==> src/hdl/ais_position_sentence_encoder_unit_assert.svh <==
// Assertion macros shared by the AIS sentence encoder modules.
// No dependencies; included by the sequencer and the datapath.
`ifndef AIS_POSITION_SENTENCE_ENCODER_UNIT_ASSERT_SVH
`define AIS_POSITION_SENTENCE_ENCODER_UNIT_ASSERT_SVH

// Same-cycle implication, disabled during reset
`define AISENC_IMPLIES(lbl, clk, rstn, ante, cons) \
  lbl: assert property (@(posedge clk) disable iff (!rstn) (ante) |-> (cons)) \
    else $error("aisenc assertion failed");

// Next-cycle implication, disabled during reset
`define AISENC_NEXT(lbl, clk, rstn, ante, cons) \
  lbl: assert property (@(posedge clk) disable iff (!rstn) (ante) |=> (cons)) \
    else $error("aisenc assertion failed");

`endif

==> src/hdl/aisenc_pkg.sv <==
// Shared types, constants and the microcode program of the AIS sentence encoder.
// No dependencies; imported by every module of the block.
package aisenc_pkg;

  localparam int IN_TDATA_W  = 128;
  localparam int OUT_TDATA_W = 8;
  localparam int PAY_BITS    = 168;
  localparam int PAY_CHARS   = 28;
  localparam int CHAR_W      = 7;
  localparam int STEP_W      = 5;
  localparam int CNT_W       = $clog2(PAY_CHARS);

  localparam logic [STEP_W-1:0] STEP_FIRST = '0;
  localparam logic [STEP_W-1:0] STEP_PAY   = 5'd14;
  localparam logic [CNT_W-1:0]  CNT_LAST   = CNT_W'(PAY_CHARS - 1);

  // Character source of one microcode step
  typedef enum logic [1:0] {
    SRC_LIT  = 2'd0,
    SRC_PAY  = 2'd1,
    SRC_HEXH = 2'd2,
    SRC_HEXL = 2'd3
  } src_t;

  // One control word
  typedef struct packed {
    src_t              src;
    logic [CHAR_W-1:0] lit;
    logic              xor_en;
    logic              rep;
    logic              last;
  } ucode_t;

  // Character literals
  localparam logic [CHAR_W-1:0] CH_BANG  = 7'h21;
  localparam logic [CHAR_W-1:0] CH_STAR  = 7'h2A;
  localparam logic [CHAR_W-1:0] CH_COMMA = 7'h2C;
  localparam logic [CHAR_W-1:0] CH_ZERO  = 7'h30;
  localparam logic [CHAR_W-1:0] CH_ONE   = 7'h31;
  localparam logic [CHAR_W-1:0] CH_A     = 7'h41;
  localparam logic [CHAR_W-1:0] CH_D     = 7'h44;
  localparam logic [CHAR_W-1:0] CH_I     = 7'h49;
  localparam logic [CHAR_W-1:0] CH_M     = 7'h4D;
  localparam logic [CHAR_W-1:0] CH_V     = 7'h56;

  function automatic ucode_t lit_step(logic [CHAR_W-1:0] ch, logic xe);
    ucode_t u;
    u.src    = SRC_LIT;
    u.lit    = ch;
    u.xor_en = xe;
    u.rep    = 1'b0;
    u.last   = 1'b0;
    return u;
  endfunction

  // Program: lead text, payload loop, tail, star and checksum digits
  function automatic ucode_t ucode(logic [STEP_W-1:0] step);
    ucode_t u;
    u = lit_step(CH_COMMA, 1'b0);
    unique case (step)
      5'd0:  u = lit_step(CH_BANG, 1'b0);
      5'd1:  u = lit_step(CH_A, 1'b1);
      5'd2:  u = lit_step(CH_I, 1'b1);
      5'd3:  u = lit_step(CH_V, 1'b1);
      5'd4:  u = lit_step(CH_D, 1'b1);
      5'd5:  u = lit_step(CH_M, 1'b1);
      5'd6:  u = lit_step(CH_COMMA, 1'b1);
      5'd7:  u = lit_step(CH_ONE, 1'b1);
      5'd8:  u = lit_step(CH_COMMA, 1'b1);
      5'd9:  u = lit_step(CH_ONE, 1'b1);
      5'd10: u = lit_step(CH_COMMA, 1'b1);
      5'd11: u = lit_step(CH_COMMA, 1'b1);
      5'd12: u = lit_step(CH_A, 1'b1);
      5'd13: u = lit_step(CH_COMMA, 1'b1);
      5'd14: begin
        u.src    = SRC_PAY;
        u.xor_en = 1'b1;
        u.rep    = 1'b1;
      end
      5'd15: u = lit_step(CH_COMMA, 1'b1);
      5'd16: u = lit_step(CH_ZERO, 1'b1);
      5'd17: u = lit_step(CH_STAR, 1'b0);
      5'd18: u.src = SRC_HEXH;
      5'd19: begin
        u.src  = SRC_HEXL;
        u.last = 1'b1;
      end
      default: u.last = 1'b1;
    endcase
    return u;
  endfunction

  // Uppercase hex digit of a nibble
  function automatic logic [CHAR_W-1:0] hex_digit(logic [3:0] v);
    return (v < 4'd10) ? (CHAR_W'(v) + 7'd48) : (CHAR_W'(v) + 7'd55);
  endfunction

  // Six-bit payload armoring
  function automatic logic [CHAR_W-1:0] armor(logic [5:0] v);
    return (v < 6'd40) ? (CHAR_W'(v) + 7'd48) : (CHAR_W'(v) + 7'd56);
  endfunction

endpackage

==> src/hdl/aisenc_seq.sv <==
// Microcode sequencer: step counter, payload loop counter and control word fetch.
// Depends on aisenc_pkg and the assertion macro header.
`include "ais_position_sentence_encoder_unit_assert.svh"

module aisenc_seq
  import aisenc_pkg::*;
(
  input  logic   clk,
  input  logic   rst_n,
  input  logic   start,
  input  logic   adv,
  output logic   busy,
  output ucode_t ctrl
);

  logic              busy_r, busy_nxt;
  logic [STEP_W-1:0] step_r, step_nxt;
  logic [CNT_W-1:0]  cnt_r, cnt_nxt;

  // Fetch the control word of the current step
  assign ctrl = ucode(step_r);
  assign busy = busy_r;

  // Start at the first step, advance the step, repeat the payload step, stop after the last one
  always_comb begin
    busy_nxt = busy_r;
    step_nxt = step_r;
    cnt_nxt  = cnt_r;
    if (start) begin
      busy_nxt = 1'b1;
      step_nxt = STEP_FIRST;
      cnt_nxt  = '0;
    end else if (adv) begin
      if (ctrl.last) begin
        busy_nxt = 1'b0;
        step_nxt = STEP_FIRST;
        cnt_nxt  = '0;
      end else if (ctrl.rep && (cnt_r != CNT_LAST)) begin
        cnt_nxt = cnt_r + 1'b1;
      end else begin
        cnt_nxt  = '0;
        step_nxt = step_r + 1'b1;
      end
    end
  end

  always_ff @(posedge clk) begin
    if (!rst_n) begin
      busy_r <= 1'b0;
      step_r <= STEP_FIRST;
      cnt_r  <= '0;
    end else begin
      busy_r <= busy_nxt;
      step_r <= step_nxt;
      cnt_r  <= cnt_nxt;
    end
  end

  `AISENC_IMPLIES(a_idle_at_origin, clk, rst_n, !busy_r, (step_r == STEP_FIRST) && (cnt_r == '0))
  `AISENC_IMPLIES(a_cnt_only_in_loop, clk, rst_n, cnt_r != '0, step_r == STEP_PAY)
  `AISENC_NEXT(a_busy_holds, clk, rst_n, busy_r && !adv, busy_r)

endmodule

==> src/hdl/aisenc_dp.sv <==
// Datapath: payload register, armoring, checksum and the output register.
// Depends on aisenc_pkg and the assertion macro header.
`include "ais_position_sentence_encoder_unit_assert.svh"

module aisenc_dp
  import aisenc_pkg::*;
(
  input  logic              clk,
  input  logic              rst_n,
  input  logic              load,
  input  logic              adv,
  input  ucode_t            ctrl,
  input  logic              command,
  input  logic [29:0]       vessel_id,
  input  logic [3:0]        nav_status,
  input  logic [9:0]        speed_tenths,
  input  logic              accuracy_flag,
  input  logic signed [27:0] longitude_units,
  input  logic signed [26:0] latitude_units,
  input  logic [11:0]       course_tenths,
  input  logic [8:0]        heading_deg,
  input  logic [5:0]        utc_second,
  output logic              out_valid,
  input  logic              out_ready,
  output logic [CHAR_W-1:0] out_char,
  output logic              out_last
);

  logic [PAY_BITS-1:0] pay_r, pay_nxt;
  logic [PAY_BITS-1:0] pay_load;
  logic [CHAR_W-1:0]   xor_r, xor_nxt;
  logic [CHAR_W-1:0]   ch;
  logic                out_valid_r, out_valid_nxt;
  logic [CHAR_W-1:0]   out_char_r;
  logic                out_last_r;

  // Build the 168-bit payload of either report type
  always_comb begin
    if (command) begin
      pay_load = {6'd18, 2'b00, vessel_id, 8'd0, speed_tenths, accuracy_flag,
                  longitude_units, latitude_units, course_tenths, heading_deg,
                  utc_second, 29'd0};
    end else begin
      pay_load = {6'd1, 2'b00, vessel_id, nav_status, 8'd128, speed_tenths, 1'b0,
                  longitude_units, latitude_units, course_tenths, heading_deg,
                  utc_second, 25'd0};
    end
  end

  // Select the character of the current step
  always_comb begin
    case (ctrl.src)
      SRC_PAY:  ch = armor(pay_r[PAY_BITS-1 -: 6]);
      SRC_HEXH: ch = hex_digit({1'b0, xor_r[6:4]});
      SRC_HEXL: ch = hex_digit(xor_r[3:0]);
      default:  ch = ctrl.lit;
    endcase
  end

  // Load or shift the payload, clear or accumulate the checksum
  always_comb begin
    pay_nxt = pay_r;
    xor_nxt = xor_r;
    if (load) begin
      pay_nxt = pay_load;
      xor_nxt = '0;
    end else if (adv) begin
      if (ctrl.src == SRC_PAY) begin
        pay_nxt = {pay_r[PAY_BITS-7:0], 6'd0};
      end
      if (ctrl.xor_en) begin
        xor_nxt = xor_r ^ ch;
      end
    end
  end

  // Hold a character until the sink takes it
  always_comb begin
    out_valid_nxt = out_valid_r;
    if (adv) begin
      out_valid_nxt = 1'b1;
    end else if (out_ready) begin
      out_valid_nxt = 1'b0;
    end
  end

  always_ff @(posedge clk) begin
    if (!rst_n) begin
      out_valid_r <= 1'b0;
      pay_r       <= '0;
      xor_r       <= '0;
    end else begin
      out_valid_r <= out_valid_nxt;
      pay_r       <= pay_nxt;
      xor_r       <= xor_nxt;
    end
  end

  always_ff @(posedge clk) begin
    if (adv) begin
      out_char_r <= ch;
      out_last_r <= ctrl.last;
    end
  end

  assign out_valid = out_valid_r;
  assign out_char  = out_char_r;
  assign out_last  = out_last_r;

  `AISENC_NEXT(a_load_clears_xor, clk, rst_n, load, xor_r == '0)
  `AISENC_NEXT(a_adv_fills_out, clk, rst_n, adv, out_valid_r)
  `AISENC_IMPLIES(a_last_is_hex, clk, rst_n, out_valid_r && out_last_r,
    ((out_char_r >= 7'd48) && (out_char_r <= 7'd57)) ||
    ((out_char_r >= 7'd65) && (out_char_r <= 7'd70)))

endmodule

==> src/hdl/ais_position_sentence_encoder_unit.sv <==
// AIS position sentence encoder: one report in, 47 AIVDM characters out.
// Throughput: one character per cycle while the output is not stalled; a new report is
// accepted while the last character of the previous sentence is stepped.
// Reset: synchronous active-low rst_n idles the sequencer and empties the output.
// Depends on aisenc_pkg, aisenc_seq and aisenc_dp.
module ais_position_sentence_encoder_unit
  import aisenc_pkg::*;
(
  input  logic                   clk,
  input  logic                   rst_n,
  input  logic                   in_tvalid,
  output logic                   in_tready,
  // [29:0] vessel_id, [33:30] nav_status, [43:34] speed_tenths,
  // [44] accuracy_flag, [72:45] longitude_units, [99:73] latitude_units,
  // [111:100] course_tenths, [120:112] heading_deg, [126:121] utc_second
  input  logic [IN_TDATA_W-1:0]  in_tdata,
  // [0] command
  input  logic                   in_tuser,
  output logic                   out_tvalid,
  input  logic                   out_tready,
  // [6:0] sentence_char
  output logic [OUT_TDATA_W-1:0] out_tdata,
  output logic                   out_tlast
);

  logic              busy;
  logic              adv;
  logic              start;
  ucode_t            ctrl;
  logic [CHAR_W-1:0] out_char;

  // Step when the output register is free or being drained
  assign adv       = busy && (!out_tvalid || out_tready);
  assign in_tready = !busy || (ctrl.last && adv);
  assign start     = in_tvalid && in_tready;

  aisenc_seq u_seq (
    .clk   (clk),
    .rst_n (rst_n),
    .start (start),
    .adv   (adv),
    .busy  (busy),
    .ctrl  (ctrl)
  );

  aisenc_dp u_dp (
    .clk             (clk),
    .rst_n           (rst_n),
    .load            (start),
    .adv             (adv),
    .ctrl            (ctrl),
    .command         (in_tuser),
    .vessel_id       (in_tdata[29:0]),
    .nav_status      (in_tdata[33:30]),
    .speed_tenths    (in_tdata[43:34]),
    .accuracy_flag   (in_tdata[44]),
    .longitude_units (in_tdata[72:45]),
    .latitude_units  (in_tdata[99:73]),
    .course_tenths   (in_tdata[111:100]),
    .heading_deg     (in_tdata[120:112]),
    .utc_second      (in_tdata[126:121]),
    .out_valid       (out_tvalid),
    .out_ready       (out_tready),
    .out_char        (out_char),
    .out_last        (out_tlast)
  );

  assign out_tdata = {1'b0, out_char};

endmodule

==> config.mk <==
export PLATFORM = sky130hd
export DESIGN_NAME = ais_position_sentence_encoder_unit
export DESIGN_NICKNAME = d
export VERILOG_FILES = /design/src/hdl/aisenc_pkg.sv /design/src/hdl/aisenc_seq.sv /design/src/hdl/aisenc_dp.sv /design/src/hdl/ais_position_sentence_encoder_unit.sv
export VERILOG_INCLUDE_DIRS = /design/src /design/src/hdl
export SDC_FILE = /design/constraint.sdc
export NUM_CORES = 1
export LEC_CHECK = 0
export ABC_CLOCK_PERIOD_IN_PS = 3250
export BUFFER_PORTS_ARGS = -buffer_cell sky130_fd_sc_hd__buf_2
export CAP_MARGIN = 25
export CORE_ASPECT_RATIO = 2
export CORE_MARGIN = 4
export CORE_UTILIZATION = 45
export DETAILED_ROUTE_END_ITERATION = 7
export PLACE_DENSITY = 0.65
export SLEW_MARGIN = 10
export SYNTH_ARGS = -nofsm -noshare
export SYNTH_HDL_FRONTEND = slang
export SYNTH_HIERARCHICAL = 1
export SYNTH_SLANG_ARGS = --single-unit
export TNS_END_PERCENT = 10
==> constraint.sdc <==
create_clock -name clk -period 3.25 [get_ports clk]
set_input_delay 0.1625 -clock clk [delete_from_list [all_inputs] [get_ports clk]]
set_output_delay 0.1625 -clock clk [all_outputs]
set_load 0.005 [all_outputs]
# Word-level counts from Yosys, hierarchy flattened
# Index checks and enable logic that the tools add are counted.
word_totals:
  reg_bits: 195
  input_bits: 133
  output_inout_bits: 11
  word_cells: 88
op_classes:
  add_sub_neg: 8
  n_lt_le_gt_ge: 3
  n_eq_ne: 25
  muxes: 21
  bitwise_logic: 2
  reduce_logical: 21
ops:
  columns: ["op", "n"]
  rows:
  - ["168-bit 2-to-1 mux", 3]
  - ["167-bit 2-to-1 mux", 1]
  - ["7-bit one-hot mux with 9 select lines", 1]
  - ["5-bit by 4-bit equality test with 1-bit output (second input constant)", 8]
  - ["7-bit 2-to-1 mux", 3]
  - ["7-bit one-hot mux with 3 select lines", 1]
  - ["5-bit by 3-bit equality test with 1-bit output (second input constant)", 4]
  - ["5-bit equality test (second input constant)", 4]
  - ["5-bit 2-to-1 mux", 4]
  - ["19-bit OR reduction", 1]
  - ["15-bit OR reduction", 1]
  - ["3-bit by 6-bit adder with 7-bit output (second input constant)", 2]
  - ["4-bit by 6-bit adder with 7-bit output (second input constant)", 2]
  - ["6-bit by 6-bit adder with 7-bit output (second input constant)", 2]
  - ["5-bit by 1-bit adder with 5-bit output (second input constant)", 2]
  - ["5-bit by 2-bit equality test with 1-bit output (second input constant)", 2]
  - ["2-bit AND reduction", 4]
  - ["7-bit XOR", 1]
  - ["6-bit < comparator (second input constant)", 1]
  - ["1-bit 2-to-1 mux", 6]
  - ["2-bit one-hot mux with 3 select lines", 1]
  - ["2-bit nonzero test", 3]
  - ["2-bit OR reduction", 3]
  - ["5-bit by 1-bit equality test with 1-bit output (second input constant)", 1]
  - ["13 further kinds", 19]

# Longest topological paths before layout
logic_depth:
  ltp_word: 8
  depth_mapped: 18
  mapped_depth_nobuf: 13

# Hierarchy
# Netlist, hierarchy kept.
by_module_without_submodules:
  columns: ["module", "n_inst", "cells_each", "area_each_um2", "seq_area_each_um2"]
  rows:
  - ["aisenc_dp", 1, 950, 8494.4, 3263.1]
  - ["aisenc_seq", 1, 116, 963.4, 220.2]
  - ["ais_position_sentence_encoder_unit", 1, 9, 66.3, 0.0]

# Worst setup path after synthesis
# No wires, ideal clock.
synth_path:
  path_kind: "register to register"
  startpoint: "register u_seq.step_r[2]"
  endpoint: "register u_dp.xor_r[0]"
  setup_time_ps: 142
  t_arrival_ps: 2620
  t_required_ps: 3108
  path_slack_ps: 488
  stages_incl_launch_ff: 18
  n_path_buf: 5
  period_less_slack_ps: 2762
  cell_sequence: "dfxtp_1 > buf_4 > buf_2 > nand2_1 > nor2_1 > ha_1 > a31o_2 > nor4_2 > and3_1 > buf_6 > nand2_1 > o22ai_2 > buf_2 > nand2b_1 > buf_1 > nor3_1 > o211ai_1 > o311ai_0"
synth_lines:
  columns: ["element", "line_no", "source"]
  rows:
  - ["start: declaration", "aisenc_seq.sv:17", "logic [STEP_W-1:0] step_r, step_nxt;"]
  - ["start signal: assignment", "aisenc_seq.sv:54", "step_r <= step_nxt;"]
  - ["end signal: assignment", "aisenc_dp.sv:95", "xor_r <= xor_nxt;"]
  - ["end: declaration", "aisenc_dp.sv:31", "logic [CHAR_W-1:0] xor_r, xor_nxt;"]

==> results.md <==
* Outcome: finished, final reports clean
* Max-slew violations at 0
* Crit path from: u_seq/step_r[0]$_SDFFE_PP0P_
* Global Route Usage Sum at 0.205
* Setup CP Type: flip-flop to flip-flop
* CP endpoint: u_dp/pay_r[35]$_SDFFE_PN0P_
* R2R Path Start: u_seq/step_r[0]$_SDFFE_PP0P_
* Post-Synthesis Cells at approximately 1100
* Post-route insts no fill at between 1000 and 1500
* Final Instance Area at between 0.01 and 0.015 mm^2
* Detailed Routing Iterations Pass 1 at 5
* Initial antenna violation count at 3
* 1st-iter DRT viols at about 330
* CTS sink count at 170
* Die Y at ~210 um
* Clock transition at path regs at ~0.07 ns
* CP required at roughly 3.6 ns
* Crit path max-delay family: simple AND/OR/NAND/NOR gates
* Peak supply drop at between 200 and 300 uV
* RePlAce Congestion at ~0.85
* Hold Slack at 0.0180 ns
* Filler Cells Inserted at approximately 2000
* R2R cell count at 11
* Core area at about 0.021 mm^2
* Cell Area, Synth at about 0.0095 mm^2
* Leak Pwr at around 6.3 nW
* Crit path cell chain: inv_1 -> ha_1 -> a21oi_1 -> a211oi_1 -> nor4_2 -> and3_1 -> nand2_1 -> o22ai_4 -> buf_4 -> nand2_1 -> and3_1
* Final Setup Violations at 0
* WP depth at 11
* Initial Utilization at 0.455
* Hold Vio Cnt, Final at 0
* Vias in the first global route at 7921
* Achievable Freq at 0.339 GHz
* Grt total ovfl at 0
* Final wirelength at approximately 24000 um
* I/O pin cnt at approximately 140
* DRC at 0
* CP endpoint kind: flip-flop
* CTS tree: done
* Vias at 7871
* Power per cell area at ~480 mW/mm^2
* CP startpoint kind: flip-flop
* Routed Antenna Nets at 0
* Reg2reg end: u_dp/pay_r[35]$_SDFFE_PN0P_
* WL/cell at 16.4 um
* Critical-path top delay cell: buf_4
* TNS Setup at 0 ns
* Worst slack, placed at roughly 0.23 ns
* Setup bufs post-CTS at 0
* RSZ-0062 raised after global routing: false
* Layout cells sized above 1 at 0.182
* Port buffer count at ~140
* Worst path max stage delay at between 0.4 and 0.5 ns
* Max_cap viols at 0
* CP bufs+invs at 2
* Worst-Skew Late Latency at about 0.42 ns
* Final setup margin at 0.298 ns
* Most frequent cells in the layout: nand2_1, mux2i_1, dfxtp_1, buf_2, and3_1
* Hold path start: in_tdata[1]
* Largest net degree at the start of global routing at 84
* Area grow syn2layout at 18.8%
* Clk_skew at just over 0.009 ns
* DR vias/cell at 5.30
* Syn nets at 1219
* Yosys Warn Count at 6
* Fin util at 0.541
* Dpl hpwl at approximately 17000 um
* Worst Hold Class: input port to flip-flop
* Nets at about 1300
* Worst-margin pin slew at roughly 0.77 ns
* Placed Area at ~0.010 mm^2
* Die width at roughly 110 um
* Depth of the CTS H-tree at 4
* Part of the cycle the worst path needs at 0.908
* Avg Cell Area, Syn at about 9 um^2
* Power Total at approximately 5.4 mW
* Slew margin rel. at 0.486
* Worst EP arrival at 3.26 ns
* Min Tclk post-route at slightly below 3 ns
* Die area at roughly 0.024 mm^2
* Placed Instances at between 1000 and 1500
* Clk buf depth at 2
* Root Driver: clkbuf_16
* Global-route wire length before repair at just under 40000 um
* Flop2flop setup slack at a little under 0.3 ns
* Cell Rows at 75
* Most common cell after layout, fill and taps aside: nand2_1
* Worst Path Max Fanout at 40
* CTS buffer count at 17
[per-layer routing]
| layer | global-route usage | vias to the layer above | wire (um) |
|---|---|---|---|
| li1 | - | 4007 | - |
| met1 | 0.214 | 3651 | 9200 |
| met2 | 0.402 | 164 | 13600 |
| met3 | 0.0376 | 45 | 871 |
| met4 | 0.0791 | 4 | 639 |
| met5 | 0 | - | 27 |
[state kept, by name (all words and copies together) (netlist names)]
register	count
u_dp/out_char	7
u_dp/out_last	1
u_dp/out_valid	1
u_dp/pay_r	143
u_dp/xor_r	7
u_seq/busy	1
u_seq/cnt_r	5
u_seq/step_r	5
[cell type report]
type / count / area (um^2) / area share
Multi-Input combinational cell: 800 / 5510 / 0.487
Sequential cell: 170 / 3480 / 0.308
Timing Repair Buffer: 198 / 1330 / 0.117
Clock buffer: 23 / 509 / 0.0450
Tap cell: 269 / 337 / 0.0297
Clock inverter: 9 / 83.8 / 0.00741
Inverter: 15 / 58.8 / 0.00520
Antenna cell: 2 / 5.00 / 0.000442
[repair_timing]
action                                 CTS  global route
endpoints found under the hold margin   28             0
setup endpoints to repair                0             4
gates resized for setup                  0             2
hold buffers                            28             0
[report_power, final]
group / switching, mW / total [mW] / internal [mW] / leakage [nW]
registers: 0.120 / 2.42 / 2.30 / 1.41
logic: 0.506 / 0.957 / 0.451 / 4.64
clock network: 0.840 / 2.02 / 1.18 / 0.291
total: 1.47 / 5.40 / 3.94 / 6.34
[worst min path at each step]
stage                                   end  slack (ns)  depth (start not counted)
3_3_place_gp   u_dp/pay_r[146]$_SDFFE_PN0P_        0.39                          2
5_1_grt        u_dp/pay_r[131]$_SDFFE_PN0P_        0.01                          2
6_report       u_dp/pay_r[131]$_SDFFE_PN0P_        0.02                          2
2_1_floorplan  u_dp/pay_r[130]$_SDFFE_PN0P_        0.30                          1
4_1_cts        u_dp/pay_r[137]$_SDFFE_PN0P_      0.0003                          2
3_5_place_dp   u_dp/pay_r[146]$_SDFFE_PN0P_        0.40                          2
(Power assumes the default switching activity.)
